$ cat config.mk
export PLATFORM = sky130hd
export DESIGN_NAME = mrc_crc_byte
export DESIGN_NICKNAME = d
export VERILOG_FILES = /design/src/mrc_pkg.sv /design/src/mrc_crc_byte.sv
export SDC_FILE = /design/constraint.sdc
export NUM_CORES = 1
export LEC_CHECK = 0
export ABC_AREA = 1
export BUFFER_PORTS_ARGS = -buffer_cell sky130_fd_sc_hd__buf_2
export CAP_MARGIN = 15
export CORE_MARGIN = 2
export CORE_UTILIZATION = 25
export DETAILED_ROUTE_END_ITERATION = 12
export SYNTH_ARGS = -nofsm -noshare
export SYNTH_HDL_FRONTEND = slang
export SYNTH_SLANG_ARGS = --single-unit
$ cat constraint.sdc
create_clock -name vclk -period 3.7
set_input_delay 0.74 -clock vclk [all_inputs]
set_output_delay 0.74 -clock vclk [all_outputs]
set_load 0.02 [all_outputs]
$ cat src/mrc_pkg.sv
package mrc_pkg;

  typedef enum logic [1:0] {
    OpStart = 2'd0,
    OpByte  = 2'd1,
    OpTick  = 2'd2
  } op_e;

  typedef enum logic [1:0] {
    StOk        = 2'd0,
    StTimeout   = 2'd1,
    StCrcErr    = 2'd2,
    StException = 2'd3
  } status_e;

  localparam logic [15:0] CrcInit      = 16'hFFFF;
  localparam logic [15:0] CrcPoly      = 16'hA001;
  localparam logic [7:0]  ExceptionBit = 8'h80;
  localparam logic [7:0]  LengthMin    = 8'd4;
  localparam logic [15:0] TimeoutReset = 16'd1000;
  localparam logic [15:0] ElapsedMax   = 16'hFFFF;

  typedef struct packed {
    logic [1:0] opcode;
    logic [7:0] rx_byte;
    logic [7:0] expected_length;
  } in_item_t;

  typedef struct packed {
    logic [1:0] status;
    logic [7:0] function_byte;
    logic [7:0] bytes_received;
  } out_item_t;

endpackage

$ cat src/mrc_crc_byte.sv
module mrc_crc_byte import mrc_pkg::*; (
  input  logic [15:0] crc_i,
  input  logic [7:0]  byte_i,
  output logic [15:0] crc_o
);

  always_comb begin
    logic [15:0] c;
    c = crc_i ^ {8'h00, byte_i};
    for (int k = 0; k < 8; k++) begin
      if (c[0]) begin
        c = (c >> 1) ^ CrcPoly;
      end else begin
        c = c >> 1;
      end
    end
    crc_o = c;
  end

endmodule

-- Word-level counts from Yosys, hierarchy flattened
Cells that the tools add are included.
- mux-type cells: 8
- bitwise operators: 9
- operators with widths (kind ; number):
    $mux W16 ; 8
    $not A2 Y3 ; 8
    $xor A16 B8 Y16 ; 1
- flip-flop bits (word level): 0
- output and inout port bits: 16

-- Logic depth before layout (Yosys ltp)
- word-level depth: 17
- gate-level depth with buffers: 13
- mapped depth without buffers: 13

-- Worst setup path after synthesis
OpenSTA, ideal clock, no wires.
- kind: input port to output port
- start: input byte_i[4]
- end: output crc_o[14]
- data arrival time: 2050 ps
- data required time: 2960 ps
- path slack: 910 ps
- stages: 5
- path buffers: 0
- path through: xor2_1 xnor2_1 nand3_1 nand2_2 xor2_1
- longest elaborated chain between the ends: 10
- RTL lines (what ; RTL line ; source):
    start, declared ; mrc_crc_byte.sv:3 ; input logic [7:0] byte_i,
    $xor A16 B8 Y16 * ; mrc_crc_byte.sv:9 ; c = crc_i ^ {8'h00, byte_i};
    $mux W16 * (3 in series) ; mrc_crc_byte.sv:11 ; if (c[0]) begin
    $not A2 Y3 (no source line) ; n/a ;
    $mux W16 * (5 in series) ; mrc_crc_byte.sv:11 ;
    end, declared ; mrc_crc_byte.sv:4 ; output logic [15:0] crc_o
Mark *: on every way between the ends. The rest lies on a longest branch, timed or not.

-- Final worst setup path
- start: input byte_i[2]
- end: output crc_o[0]
- longest elaborated chain between the ends: 10
- RTL lines (what ; RTL line):
    $xor A16 B8 Y16 * ; mrc_crc_byte.sv:9
    $mux W16 * ; mrc_crc_byte.sv:11
    $not A2 Y3 (no source line) ; n/a
    $mux W16 * (7 in series) ; mrc_crc_byte.sv:11
Marks and branches as above.

==> run_results.csv <==
group,metric,value,unit
floorplanning,fp-row-count,15,
global_route,antenna_found_initial,0,
flow_run,maxCapViolCount,0,
sta,tightest_slew,0.302,ns
hold_path,min_to,"crc_o[4]",
setup_path,crit_chain,"buf_2, xnor2_2, inv_2, nand3_2, nand3_1, nand3_1, nand3_1, nand2_2, nand2_1, nand2_1, buf_2",
floorplanning,start_util,26.1,%
setup_path,worstPathArrival,1.97,ns
global_route,grt_max_degree,5,
hold_path,hold_path.class,"primary input to output pin",
global_route,grt_first_pass_wirelength,1410,µm
clock_network,cts.repair.resized,0,
sta,maxSlewViolCount,0,
setup_path,critPathTopFamily,"simple AND/OR/NAND/NOR gates",
floorplanning,die_y,46.2,µm
finish,antenna_cells,0,
synthesis,synth_area_leaders,"xor2_1 (18%), nand2_4 (13%), nand2_1 (10%)",
synthesis,syn_inst,65,
detailed_routing,drt_iter0_markers,0,
detailed_routing,route.vias.total,441,
power_and_ir_drop,power.total,179,µW
sta,setup_viol,0,
hold_path,hp-start,"crc_i[12]",
detailed_routing,ant_nets,0,
setup_path,crit_type,"primary input to output pin",
finish,fill_cells,194,
floorplanning,num_io_pins,40,
setup_path,critical_path_buf_inv_count,3,
outcome,status,"finished clean",
clock_network,ctsHoldBuffers,0,
setup_path,slowest_stage,"xnor2_2",
place,placed_area,589,µm²
power_and_ir_drop,ir_worst_vdd,77.7,µV
setup_path,cp_common_cell,"nand3_1",
synthesis,yosys_warnings,0,
sta,slew-limit-headroom,79.8,%
sta,fin_crit_sh,73.3,%
place,portBuffers,30,
synthesis,ys_seq_area_share,0,%
sta,period_needed,2.71,ns
floorplanning,die_area,0.00214,mm²
global_route,gr-usage-all-layers,8.26,%
sta,max_freq,369,MHz
finish,final_cells,115,
sta,setup_slack,0.987,ns
detailed_routing,drc,0,
synthesis,synth_nets,89,
synthesis,avgSynthCellArea,6.85,µm²
place,gp_congestion,0.606,
detailed_routing,wire_per_inst,7.26,µm
power_and_ir_drop,leakagePower,0.362,nW
place,place_ws,0.969,ns
global_route,grt_pass1_vias,365,
sta,rsz0062_at_grt,"false",
finish,nets,116,
finish,final_area,589,µm²
setup_path,required,2.96,ns
finish,seqCellArea,0,µm²
hold_path,whs_path_depth,0,
synthesis,synth_cell_types,11,
finish,final_layout_size_suffix_gt1_share,55.6,%
finish,seq_cells,0,
synthesis,syn-cell-area,445,µm²
setup_path,cp-start-kind,"primary input",
sta,tns,0,ns
clock_network,cts_setup_buffers,0,
detailed_routing,drt_first_pass_iters,1,
floorplanning,die_x,46.2,µm
synthesis,yosys.area.top_type_share,17.7,%
detailed_routing,wl,835,µm
setup_path,cp-end-kind,"output pin",
finish,final_util,34.5,%
sta,hold_viol,0,
power_and_ir_drop,powerDensity,303,mW/mm²
place,dpl.hpwl,817,µm
sta,holdWs,1.48,ns
setup_path,cp_max_fo,3,
place,dp.cells,115,
global_route,overflow,0,
floorplanning,core,0.00171,mm²
detailed_routing,vias_per_cell,3.83,
synthesis,synth_area_leader_cell,"xor2_1",
finish,nClkBuffers,0,
finish,syn2layout_area_growth,32.3,%
setup_path,slowest_delay,0.28,ns
worst max-delay path by stage:
stage               startpoint   endpoint  slack, ns  depth (start not counted)
floorplan            byte_i[4]  crc_o[14]       0.91                          5
global placement      crc_i[0]   crc_o[0]       1.00                         15
detailed placement   byte_i[2]   crc_o[0]       0.97                         11
CTS                   crc_i[0]   crc_o[0]       0.97                         15
global route         byte_i[1]   crc_o[0]       0.81                         15
finish               byte_i[2]   crc_o[0]       0.99                         11
cells by family (layout without fill, tap and decap cells):
logic type,count (synthesis),count (layout),synth area share [%]
xor gates and xnor gates,16,16,34.8
and+or+nand+nor,34,34,48.3
buffers and inverters,15,40,16.9
cells in the mapped netlist:
cell type,instances
nand3_2,4
nand2_1,12
inv_1,8
xnor2_1,5
nand2_4,5
inv_2,2
buf_4,5
xor2_1,9
nand3_1,6
xnor2_2,2
nand2_2,7
layout by cell type (no fill, tap or decap), drive strengths merged:
cell type,synthesis,final
xnor2,7,7
nand3,10,10
buf,5,30
xor2,9,9
inv,10,10
nand2,24,24
metal layers:
| layer | routed length [µm] | part of all wire (%) | GRT usage, % |
|---|---|---|---|
| met4 | 0 | 0 | 0 |
| met2 | 450 | 54 | 14.7 |
| met1 | 328 | 39 | 11.3 |
| met5 | 0 | 0 | 0 |
| met3 | 55 | 6.6 | 0.784 |
power by group:
group	internal, mW	total [mW]	switching, mW
Sequential	0	0	0
Combinational	0.0666	0.179	0.112
Clock	0	0	0
cell type report:
type	instances	area, µm²	area share [%]
multi-input combinational	50	370	62.8
tap	25	31.3	5.31
timing repair buffer	30	150	25.5
inverter	10	37.5	6.37
Note: power is estimated with default switching activity, not from simulation.
